File: config.mk
export PLATFORM = sky130hd
export DESIGN_NAME = chm_mod
export DESIGN_NICKNAME = d
export VERILOG_FILES = /design/src/hw/rtl/chm_pkg.sv /design/src/hw/rtl/chm_mod.sv
export SDC_FILE = /design/constraint.sdc
export NUM_CORES = 1
export LEC_CHECK = 0
export BUFFER_PORTS_ARGS = -buffer_cell sky130_fd_sc_hd__buf_2
export CORE_AREA = 2 2 39 41
export DETAILED_ROUTE_END_ITERATION = 8
export DIE_AREA = 0 0 41 43
export GPL_TIMING_DRIVEN = 0
export PLACE_DENSITY = 0.68
export SLEW_MARGIN = 0
export SYNTH_ARGS = -nofsm -noshare
export SYNTH_HDL_FRONTEND = slang
export SYNTH_SLANG_ARGS = --single-unit
File: constraint.sdc
create_clock -name clk -period 1 [get_ports clk]
set_clock_uncertainty 0.1 [all_clocks]
set_input_delay 0.05 -clock clk [delete_from_list [all_inputs] [get_ports clk]]
set_output_delay 0.05 -clock clk [all_outputs]
set_load 0.1 [all_outputs]
File: src/hw/rtl/chm_pkg.sv
// Package for the chained hash map: field widths, operation and status codes,
// default sizes. No dependencies.
`timescale 1ns / 1ps

package chm_pkg;
  localparam int KEY_W = 32;
  localparam int VAL_W = 32;
  localparam int FUNC_W = 2;
  localparam int STAT_W = 2;

  localparam int DEF_BUCKETS = 1024;
  localparam int DEF_NODES = 1024;

  localparam logic [FUNC_W-1:0] OP_INSERT = 2'd0;
  localparam logic [FUNC_W-1:0] OP_FIND   = 2'd1;
  localparam logic [FUNC_W-1:0] OP_REMOVE = 2'd2;
  localparam logic [FUNC_W-1:0] OP_SPARE  = 2'd3;

  localparam logic [STAT_W-1:0] ST_OK     = 2'd0;
  localparam logic [STAT_W-1:0] ST_ABSENT = 2'd1;
  localparam logic [STAT_W-1:0] ST_FULL   = 2'd2;
endpackage

File: src/hw/rtl/chm_mod.sv
// Bucket index unit: key modulo BUCKETS. A mask for a power of two, else a
// reciprocal multiply, a back-multiply and one correcting subtract, each
// registered. Depends on chm_pkg.
`timescale 1ns / 1ps

module chm_mod
  import chm_pkg::*;
#(
  parameter int BUCKETS = DEF_BUCKETS,
  localparam int BW = $clog2(BUCKETS)
) (
  input  logic             clk,
  input  logic             rst,
  input  logic             start,
  input  logic [KEY_W-1:0] key,
  output logic             done,
  output logic [BW-1:0]    rem
);
  if ((BUCKETS & (BUCKETS - 1)) == 0) begin : g_mask
    always_ff @(posedge clk) begin
      if (rst) begin
        done <= 1'b0;
      end else begin
        done <= start;
      end
      if (start) begin
        rem <= key[BW-1:0];
      end
    end
  end else begin : g_recip
    // quotient estimate is exact or one low, so one subtract corrects it
    localparam int SH = KEY_W - 1 + BW;
    localparam longint unsigned MQ = (64'd1 << SH) / BUCKETS;
    localparam logic [KEY_W-1:0] MUL = KEY_W'(MQ);
    localparam logic [KEY_W:0] BVAL = (KEY_W + 1)'(BUCKETS);
    logic [2*KEY_W-1:0] prod;
    logic [KEY_W-1:0]   k;
    logic [KEY_W:0]     qb;
    logic [KEY_W:0]     diff;
    logic               s1, s2;

    assign diff = {1'b0, k} - qb;

    always_ff @(posedge clk) begin
      if (rst) begin
        s1 <= 1'b0;
        s2 <= 1'b0;
        done <= 1'b0;
      end else begin
        s1 <= start;
        s2 <= s1;
        done <= s2;
      end
      if (start) begin
        prod <= {{KEY_W{1'b0}}, key} * {{KEY_W{1'b0}}, MUL};
        k <= key;
      end
      if (s1) begin
        qb <= {{BW{1'b0}}, prod[2*KEY_W-1:SH]} * BVAL;
      end
      if (s2) begin
        rem <= (diff >= BVAL) ? BW'(diff - BVAL) : diff[BW-1:0];
      end
    end
  end
endmodule

==> impl_metrics.env <==
export IMPL_ys_flop_type="edfxtp_1"
export IMPL_holdWs_ps=55.7
export IMPL_finish_utilization_pct=48.8
export IMPL_timing_setup_critical_path_class="flop to output port"
export IMPL_grt_met2_usage_pct=16.3
export IMPL_fin_tns_setup_ps=-13.6
export IMPL_worst_ep_required_time_ps=850
export IMPL_h_tree_depth=1
export IMPL_rsz0062_at_grt="true"
export IMPL_top_fanout_value_on_the_critical_path=1
export IMPL_drcViolationCount=0
export IMPL_viasPerCell=3.85
export IMPL_total_die_area_um2=1760
export IMPL_fin_crit_sh_pct=101
export IMPL_max_slew_margin_pct=84.4
export IMPL_final_max_slew_viol_count=0
export IMPL_vias=254
export IMPL_netlist_area_pre_place_um2=334
export IMPL_post_route_cells_drive_above_1_share_pct=56.0
export IMPL_post_synth_top_count_cell="edfxtp_1"
export IMPL_startpoint="rem[1]"
export IMPL_count_of_antenna_diodes_in_the_layout=0
export IMPL_power_density_nw_per_um2=1830
export IMPL_violations="setup timing"
export IMPL_mappedNetlistNets=47
export IMPL_synthDistinctLibCells=3
export IMPL_synth_enable_flop_cells=10
export IMPL_num_rows=14
export IMPL_asyncSetResetFlopFracSynth_pct=0
export IMPL_clock_sink_count=11
export IMPL_first_pass_grt_wire_length_um=1060
export IMPL_cp_depth=1
export IMPL_slowest_stage="edfxtp_1"
export IMPL_route_detailed_wl_per_inst_um=11.5
export IMPL_worstHoldPathType="primary input to flop"
export IMPL_syn_area_per_cell_um2=27.8
export IMPL_io_pin_count=46
export IMPL_worst_path_dominant_cell_family="flip-flops"
export IMPL_grt_total_usage_pct=9.40
export IMPL_ys_warn_count=0
export IMPL_final_fill_count=120
export IMPL_groute_layer_met3_usage_pct=1.57
export IMPL_design_core_area_um2=1380
export IMPL_drt_first_pass_iters=3
export IMPL_path_clk_slew_ps=70
export IMPL_leakagePower_nw=0.288
export IMPL_pre_cts_ws_ps=96.9
export IMPL_leftover_overflow_at_the_end_of_global_routing=0
export IMPL_timing_critical_path_buf_inv=1
export IMPL_io_buffers=23
export IMPL_setup_viol_count_final=2
export IMPL_cp_start_kind="flop"
export IMPL_first_global_vias=275
export IMPL_post_layout_net_count=86
export IMPL_wirelength_um=758
export IMPL_final_min_clock_period_ps=1010
export IMPL_netlist_top_cells_count="edfxtp_1, dfxtp_1, nor2b_4"
export IMPL_cp_endpoint="rem[1]"
export IMPL_vdd_ir_drop_worst_uv=708
export IMPL_route_antenna_remaining_nets=0
export IMPL_gp_routability_congestion=0.594
export IMPL_ys_top_cells_by_area="edfxtp_1, dfxtp_1, nor2b_4"
export IMPL_synthesis_instances=12
export IMPL_maximum_capacitance_violations=0
export IMPL_worst_slew_pin_transition_ps=234
export IMPL_timing_critical_path_slowest_cell_delay_ps=400
export IMPL_grt_most_used_layer="met2"
export IMPL_initialDrtViolationCount=3
export IMPL_setup_worst_path_end_class="output port"
export IMPL_yosysTopAreaCell="edfxtp_1"
export IMPL_initial_antenna_violation_count=0
export IMPL_initial_core_util_pct=24.1
export IMPL_synth_seq_area_share_pct=95.9
export IMPL_critPathArrivalTime_ps=860
export IMPL_cts_tree="yes"
export IMPL_outcome="finished, violations left"
export IMPL_fmaxAchievable_mhz=987
export IMPL_flip_flop_and_latch_count_after_synthesis=11
export IMPL_yosys_area_top_type_share_pct=89.9
export IMPL_clock_tree_buffer_depth=2
export IMPL_clock_tree_root_cell="clkbuf_4"
export IMPL_worstPathCellList="buf_6"
export IMPL_finalHoldViolCount=0
export IMPL_final_setup_worst_slack_ps=-12.8
export IMPL_vert_die_dim_um=43
export IMPL_grt_max_degree=12
export IMPL_global_route_usage_met1_pct=10.5
export IMPL_die_w_um=41
export IMPL_area_added_between_synthesis_and_finish_pct=102
export IMPL_cts_buffers=3
export IMPL_post_cts_setup_buffers=0
## layout by cell type, fill, tap and decap left out, drive strengths merged
cell,instances
dfxtp,1
nor2b,1
buf,23
dlygate4sd3,11
edfxtp,10
clkbuf,4
## what timing repair did
action	in CTS	in global routing
resized for setup	22	0
setup endpoints to repair	11	9
endpoints found under the hold margin	11	0
hold buffers	11	0
## flip-flops by register name, indices dropped and copies added, names as in the netlist
register  flops
rem          10
done          1
## per-layer routing
layer / vias to the layer above / part of all wire (%)
li1: 122 / -
met1: 110 / 39
met2: 22 / 50
met3: 0 / 11
met4: 0 / 0
met5: - / 0
## cell type report
| cell class | instances | area, um^2 | share of cell area, % |
|---|---|---|---|
| timing repair buffer | 34 | 294 | 43.5 |
| tap | 16 | 20.0 | 2.96 |
| sequential | 11 | 322 | 47.6 |
| multi-input combinational | 1 | 13.8 | 2.04 |
| clock buffer | 4 | 26.3 | 3.89 |
## report_power, final
group          internal, mW  leakage [nW]  switching [mW]
clock                 0.154        0.0150           0.129
combinational         0.111         0.167           0.284
sequential            0.541         0.106          0.0159
total                 0.806         0.288           0.429
## stage by stage
stage / instance area (um^2) / cells / total power, mW
after global placement: 470 / 51 / 0.877
after detailed placement: 470 / 51 / 0.882
after CTS: 676 / 66 / 1.25
after global routing: 676 / 66 / 1.28
final: 676 / 66 / 1.24
after floorplan: 335 / 12 / 0.817
## worst min path at each step
stage | end | slack, ps | cells after the start | start
2_1_floorplan | done | 7 | 1 | rst
3_3_place_gp | done | 130 | 2 | rst
3_5_place_dp | rem[3] | 130 | 1 | key[3]
4_1_cts | done | 50 | 2 | start
5_1_grt | done | 60 | 2 | start
6_report | done | 60 | 2 | start
## logic make-up after synthesis
| kind of cell | after synthesis | share of synthesized area (%) |
|---|---|---|
| DFF | 11 | 95.9 |
| and+or+nand+nor | 1 | 4.12 |
No activity file was read; power rests on OpenSTA's default activity.
