[src/hw/rtl/chm_ram.sv]
// Generic single-port-write, single-port-read RAM with registered read data.
// No dependencies.
`timescale 1ns / 1ps

module chm_ram #(
  parameter int W = 8,
  parameter int DEPTH = 2
) (
  input  logic                     clk,
  input  logic                     we,
  input  logic [$clog2(DEPTH)-1:0] waddr,
  input  logic [W-1:0]             wdata,
  input  logic [$clog2(DEPTH)-1:0] raddr,
  output logic [W-1:0]             rdata
);
  logic [W-1:0] mem [DEPTH];

  always_ff @(posedge clk) begin
    if (we) begin
      mem[waddr] <= wdata;
    end
    rdata <= mem[raddr];
  end
endmodule

[config.mk]
export PLATFORM = sky130hd
export DESIGN_NAME = chm_ram
export DESIGN_NICKNAME = d
export VERILOG_FILES = /design/src/hw/rtl/chm_ram.sv
export SDC_FILE = /design/constraint.sdc
export NUM_CORES = 1
export LEC_CHECK = 0
export BUFFER_PORTS_ARGS = -buffer_cell sky130_fd_sc_hd__buf_2
export CORE_MARGIN = 2
export CORE_UTILIZATION = 56
export CTS_BUF_LIST = sky130_fd_sc_hd__clkbuf_8
export CTS_CLUSTER_SIZE = 28
export DETAILED_ROUTE_END_ITERATION = 8
export PLACE_DENSITY = 0.94
export SYNTH_ARGS = -nofsm -noshare
export SYNTH_HDL_FRONTEND = slang
export SYNTH_SLANG_ARGS = --single-unit
[constraint.sdc]
create_clock -name clk -period 2.5 [get_ports clk]
set_input_delay 0.625 -clock clk [delete_from_list [all_inputs] [get_ports clk]]
set_output_delay 0.625 -clock clk [all_outputs]
set_load 0.005 [all_outputs]
==> results of run 1 <==
metal layers:
layer	share of wire [%]	vias up
met3	11	2
met5	0	-
met4	1.5	0
met1	43	143
met2	44	19
li1	-	174
how the worst min path moves through the flow:
| stage | startpoint | endpoint | slack (ns) | depth (start not counted) |
|---|---|---|---|---|
| after floorplan | mem[1][0] | rdata[0] | 0.45 | 1 |
| after global placement | mem[1][5] | rdata[5] | 0.46 | 1 |
| after detailed placement | mem[0][1] | rdata[1] | 0.46 | 1 |
| after CTS | mem[0][1] | rdata[1] | 0.48 | 1 |
| after global routing | mem[0][1] | rdata[1] | 0.48 | 1 |
| final | mem[1][6] | rdata[6] | 0.48 | 1 |
cells in the mapped netlist:
| master | instances |
|---|---|
| edfxtp_1 | 16 |
| dfxtp_1 | 8 |
| mux2_4 | 8 |
| and2_1 | 1 |
| buf_6 | 1 |
| nor2b_1 | 1 |
through the flow:
step	cell area, um^2	hold slack, ns	utilization (%)	setup slack [ns]
finish	958	0.478	73.7	1.18
global route	958	0.484	73.7	1.12
CTS	958	0.481	73.7	1.17
detailed placement	887	0.458	68.2	0.893
global placement	887	0.456	68.2	0.925
floorplan	785	0.452	-	1.08
final cells by class:
type	count	area [um^2]
Clock buffer	3	41.3
Clock inverter	1	30.0
Fill cell	83	343
Multi-Input combinational cell	10	133
Sequential cell	24	641
Tap cell	15	18.8
Timing Repair Buffer	19	95.1
flip-flops by register name, indices dropped and copies added, names as in the netlist:
| name | cells |
|---|---|
| mem | 16 |
| rdata | 8 |
kinds of logic after synthesis:
kind of cell,synth area share [%]
buffers and inverters,1.44
and+or+nand+nor,1.60
muxes,15.3
DFF,81.7
power groups by stage:
stage / clock network, mW / logic [mW] / registers, mW
finish: 0.323 / 0.0507 / 0.461
global route: 0.344 / 0.0555 / 0.464
CTS: 0.328 / 0.0520 / 0.461
detailed placement: 0 / 0.0517 / 0.470
global placement: 0 / 0.0498 / 0.470
floorplan: 0 / 0.0273 / 0.471
==> run_results.csv, run 1 <==
group,metric,value,unit
outcome,status,"completed",
worst_setup_path,path_max_fanout,8,
worst_setup_path,start_kind,"primary input",
synthesis,synth_area,785,um^2
global_route,overflow,0,
synthesis,synth_top_area_share,61.2,%
timing,tightest_slew,0.610,ns
pwr,p_switching,0.136,mW
clock_network,cts_root_buf,"clkbuf_8",
global_route,antenna_found_initial,0,
worst_setup_path,r2r_slack,1.73,ns
clock_network,ctsResizeCount,0,
layout,drive_gt1_share,54.4,%
clock_network,cts_inserted_buffers,3,
die,ioPinCount,20,
synthesis,synth_area_leaders,"edfxtp_1 61%, dfxtp_1 20%, mux2_4 15%, buf_6 1.4%, and2_1 0.80%",
pwr,power_density,871,nW/um^2
worst_setup_path,timing.rr.end,"rdata[5]",
detailed_routing,ant_nets,0,
layout,synthToLayoutAreaGrowth,22.2,%
pwr,total_power,0.835,mW
worst_setup_path,crit_required,2.39,ns
die,die_area,1720,um^2
layout,final_common_cell,"buf_2",
synthesis,syn_nets,47,
synthesis,synth.avg_cell_area,22.4,um^2
pwr,switching_share,16.2,%
pwr,power.leakage,0.399,nW
detailed_routing,vias_per_cell,4.69,
timing,hold_viol,0,
pwr,combPwrFrac,6.1,%
worst_setup_path,cp.depth,2,
global_route,track_usage,11.4,%
worst_setup_path,path_class,"in -> reg",
detailed_routing,routedWlPerCell,12.1,um
clock_network,cts.sinks,24,
clock_network,cts_tree,"done",
synthesis,ys_warn_count,0,
detailed_routing,drt_first_pass_iters,2,
pwr,clock_power_share,38.7,%
timing,max_freq,0.760,GHz
clock_network,postCtsSetupRepairBufs,0,
worst_setup_path,path_delay_family,"simple AND/OR/NAND/NOR gates",
timing,fin_worst_skew,0.00661,ns
timing,setup_violations,0,
job,maxCapViolations,0,
worst_setup_path,critPathCapture,"mem[0][4]",
detailed_routing,num_vias,338,
synthesis,synth-seq-area-share,81.7,%
timing,period_needed,1.32,ns
die,initial_core_util,60.3,%
global_route,grt.busiest_layer,"met2",
global_route,grtUsageMet3,6.09,%
detailed_routing,first_iter_violations,7,
clock_network,htree_levels,1,
worst_setup_path,cp-end-kind,"flip-flop",
clock_network,hold_buffers,0,
detailed_routing,wl,870,um
synthesis,synth.largest_area_cell,"edfxtp_1",
layout,nets,70,
die,die_width,41.4,um
clock_network,clock_path_buffers,2,
clock_network,clk_pin_slew_worst_paths,0.08,ns
pwr,sequentialPowerShare,55.2,%
global_route,grt_pass1_vias,299,
global_route,grt_pass1_wl,1350,um
timing,relSlewSlack,59.3,%
placed_design,io_buffer_count,19,
pwr,intPower,0.699,mW
worst_hold_path,min_path_type,"reg -> reg",
global_route,globalRouteMet1Util,12.7,%
worst_setup_path,crit_chain,"buf_2 -> nor2b_1",
timing,fin_tns_setup,0,ns
clock_network,clock_latency,0.26,ns
die,core,1300,um^2
synthesis,synth-seq-cells,24,
global_route,use_met2,16.6,%
placed_design,place_inst,68,
timing,rsz0062_at_grt,"false",
global_route,grt_max_degree,15,
synthesis,syn_inst,35,
worst_setup_path,path_buf_inv,1,
worst_setup_path,startpoint,"waddr",
layout,layout_common_cells,"19 x buf_2, 16 x edfxtp_1, 8 x mux2_4, 8 x dfxtp_1, 3 x clkbuf_8",
worst_setup_path,cpPeakStageDelay,0.48,ns
timing,slew_viol_final,0,
pwr,ir_drop,0.591,mV
layout,antenna_cells,0,
worst_setup_path,crit_arrival,1.21,ns
die,rows,13,
synthesis,ys_types,6,
detailed_routing,drc,0,
placed_design,gp_congestion,0.613,
worst_setup_path,slowest_stage,"nor2b_1",
timing,fin_crit_sh,52.6,%
layout,final_cells,72,
worst_setup_path,r2r_start,"mem[0][5]",
worst_setup_path,r2r_cells,1,
die,die_y,41.4,um
No activity file was read; power rests on OpenSTA's default activity.
==> run 2: changes to the inputs <==
--- a/config.mk
+++ b/config.mk
@@ -7,11 +7,11 @@
 export LEC_CHECK = 0
 export BUFFER_PORTS_ARGS = -buffer_cell sky130_fd_sc_hd__buf_2
 export CORE_MARGIN = 2
-export CORE_UTILIZATION = 56
+export CORE_UTILIZATION = 47
 export CTS_BUF_LIST = sky130_fd_sc_hd__clkbuf_8
 export CTS_CLUSTER_SIZE = 28
 export DETAILED_ROUTE_END_ITERATION = 8
-export PLACE_DENSITY = 0.94
+export PLACE_DENSITY = 0.85
 export SYNTH_ARGS = -nofsm -noshare
 export SYNTH_HDL_FRONTEND = slang
 export SYNTH_SLANG_ARGS = --single-unit
==> constraint.sdc (replaced) <==
create_clock -name clk -period 1.05 [get_ports clk]
set_input_delay 0.2625 -clock clk [delete_from_list [all_inputs] [get_ports clk]]
set_output_delay 0.2625 -clock clk [all_outputs]
set_load 0.005 [all_outputs]
==> run_results.csv, run 2 (synthesis results as in run 1) <==
group,metric,value,unit
outcome,status,"completed",
clock_network,cts_inserted_buffers,3,
die,ioPinCount,20,
detailed_routing,drt_first_pass_iters,3,
worst_hold_path,min_from,"wdata[6]",
worst_setup_path,path_buf_inv,1,
timing,fin_worst_skew,0.00309,ns
worst_setup_path,crit_chain,"buf_2",
clock_network,clk_pin_slew_worst_paths,0.08,ns
layout,largest_register_ffs,16,
pwr,switching_share,16.3,%
clock_network,cts_root_buf,"clkbuf_8",
global_route,grt_max_degree,15,
timing,period_needed,0.937,ns
die,die_width,44.9,um
layout,nets,71,
global_route,grtUsageMet3,4.00,%
layout,largestRegisters,"mem (16), rdata (8)",
global_route,globalRouteMet1Util,11.1,%
detailed_routing,num_vias,360,
worst_setup_path,cp-end-kind,"primary output",
detailed_routing,first_iter_violations,4,
global_route,antenna_found_initial,0,
global_route,overflow,0,
worst_setup_path,path_delay_family,"flip-flops",
clock_network,postCtsSetupRepairBufs,0,
layout,final_core_util,62.9,%
pwr,ir_drop,1.27,mV
clock_network,clock_latency,0.26,ns
clock_network,hold_buffers,0,
timing,fin_hold_ws,0.186,ns
clock_network,clock_path_buffers,2,
placed_design,gp_congestion,0.669,
pwr,sequentialPowerShare,55.0,%
global_route,track_usage,10.8,%
worst_setup_path,path_max_fanout,1,
clock_network,ctsResizeCount,0,
worst_setup_path,slowest_stage,"dfxtp_1",
worst_setup_path,r2r_start,"mem[0][3]",
layout,drive_gt1_share,56.9,%
pwr,power.leakage,0.405,nW
layout,nFillCells,117,
worst_setup_path,crit_arrival,0.67,ns
pwr,p_switching,0.326,mW
timing,hold_viol,0,
worst_hold_path,min_path_type,"in -> reg",
global_route,grt.busiest_layer,"met2",
worst_setup_path,cpPeakStageDelay,0.30,ns
clock_network,cts_tree,"done",
pwr,clock_power_share,38.7,%
layout,final_common_cell,"buf_2",
die,die_area,2010,um^2
clock_network,htree_levels,1,
placed_design,io_buffer_count,19,
detailed_routing,drc,0,
timing,rsz0062_at_grt,"false",
clock_network,cts.sinks,24,
worst_setup_path,crit_required,0.79,ns
die,initial_core_util,50.9,%
pwr,power_density,2060,nW/um^2
pwr,intPower,1.67,mW
worst_setup_path,startpoint,"rdata[7]",
layout,antenna_cells,0,
global_route,grt_pass1_wl,1480,um
die,die_y,44.9,um
timing,fin_crit_sh,89.2,%
layout,top_register,"mem",
timing,setup_violations,0,
layout,layout_common_cells,"19 x buf_2, 16 x edfxtp_1, 8 x mux2_4, 8 x dfxtp_1, 3 x clkbuf_8",
global_route,grt_pass1_vias,352,
timing,fin_tns_setup,0,ns
pwr,combPwrFrac,6.3,%
die,core,1540,um^2
layout,synthToLayoutAreaGrowth,23.6,%
detailed_routing,vias_per_cell,4.86,
timing,slew_viol_final,0,
worst_setup_path,path_class,"reg -> out",
timing,relSlewSlack,77.1,%
timing,max_freq,1.07,GHz
detailed_routing,routedWlPerCell,12.1,um
die,rows,14,
timing,tightest_slew,0.344,ns
pwr,total_power,1.99,mW
detailed_routing,ant_nets,0,
detailed_routing,wl,899,um
worst_setup_path,start_kind,"flip-flop",
global_route,use_met2,18.6,%
job,maxCapViolations,0,
## run 2: layout make-up
class | instances | area, um^2 | share of cell area [%]
Clock buffer | 3 | 41.3 | 4.26
Clock inverter | 1 | 30.0 | 3.10
Multi-Input combinational cell | 10 | 135 | 13.9
Sequential cell | 24 | 641 | 66.1
Tap cell | 16 | 20.0 | 2.06
Timing Repair Buffer | 20 | 103 | 10.6
## run 2: power groups by stage
stage	Sequential, mW	Clock, mW	Combinational [mW]
2_1_floorplan	1.12	0	0.0657
5_1_grt	1.10	0.837	0.137
3_3_place_gp	1.12	0	0.124
6_report	1.10	0.771	0.126
3_5_place_dp	1.12	0	0.128
4_1_cts	1.10	0.798	0.128
## run 2: worst paths after layout
| path | cells after the start | to | slack [ns] |
|---|---|---|---|
| hold reg to reg | 1 | rdata[0] | 0.47 |
| setup / recovery | 1 | rdata[7] | 0.11 |
| hold / removal | 1 | mem[1][6] | 0.19 |
| setup reg to reg | 1 | rdata[3] | 0.29 |
## run 2: per-stage QoR
step / instances / area, um^2 / setup WS [ns]
6_report: 74 / 970 / 0.113
2_1_floorplan: 35 / 787 / 0.164
3_5_place_dp: 70 / 898 / -0.00265
5_1_grt: 74 / 970 / 0.0687
3_3_place_gp: 70 / 898 / 0.0322
4_1_cts: 74 / 970 / 0.0977
## run 2: per-layer routing
metal | wire [um] | up-vias
met4 | 7 | 0
li1 | - | 175
met5 | 0 | -
met2 | 452 | 17
met1 | 361 | 166
met3 | 78 | 2
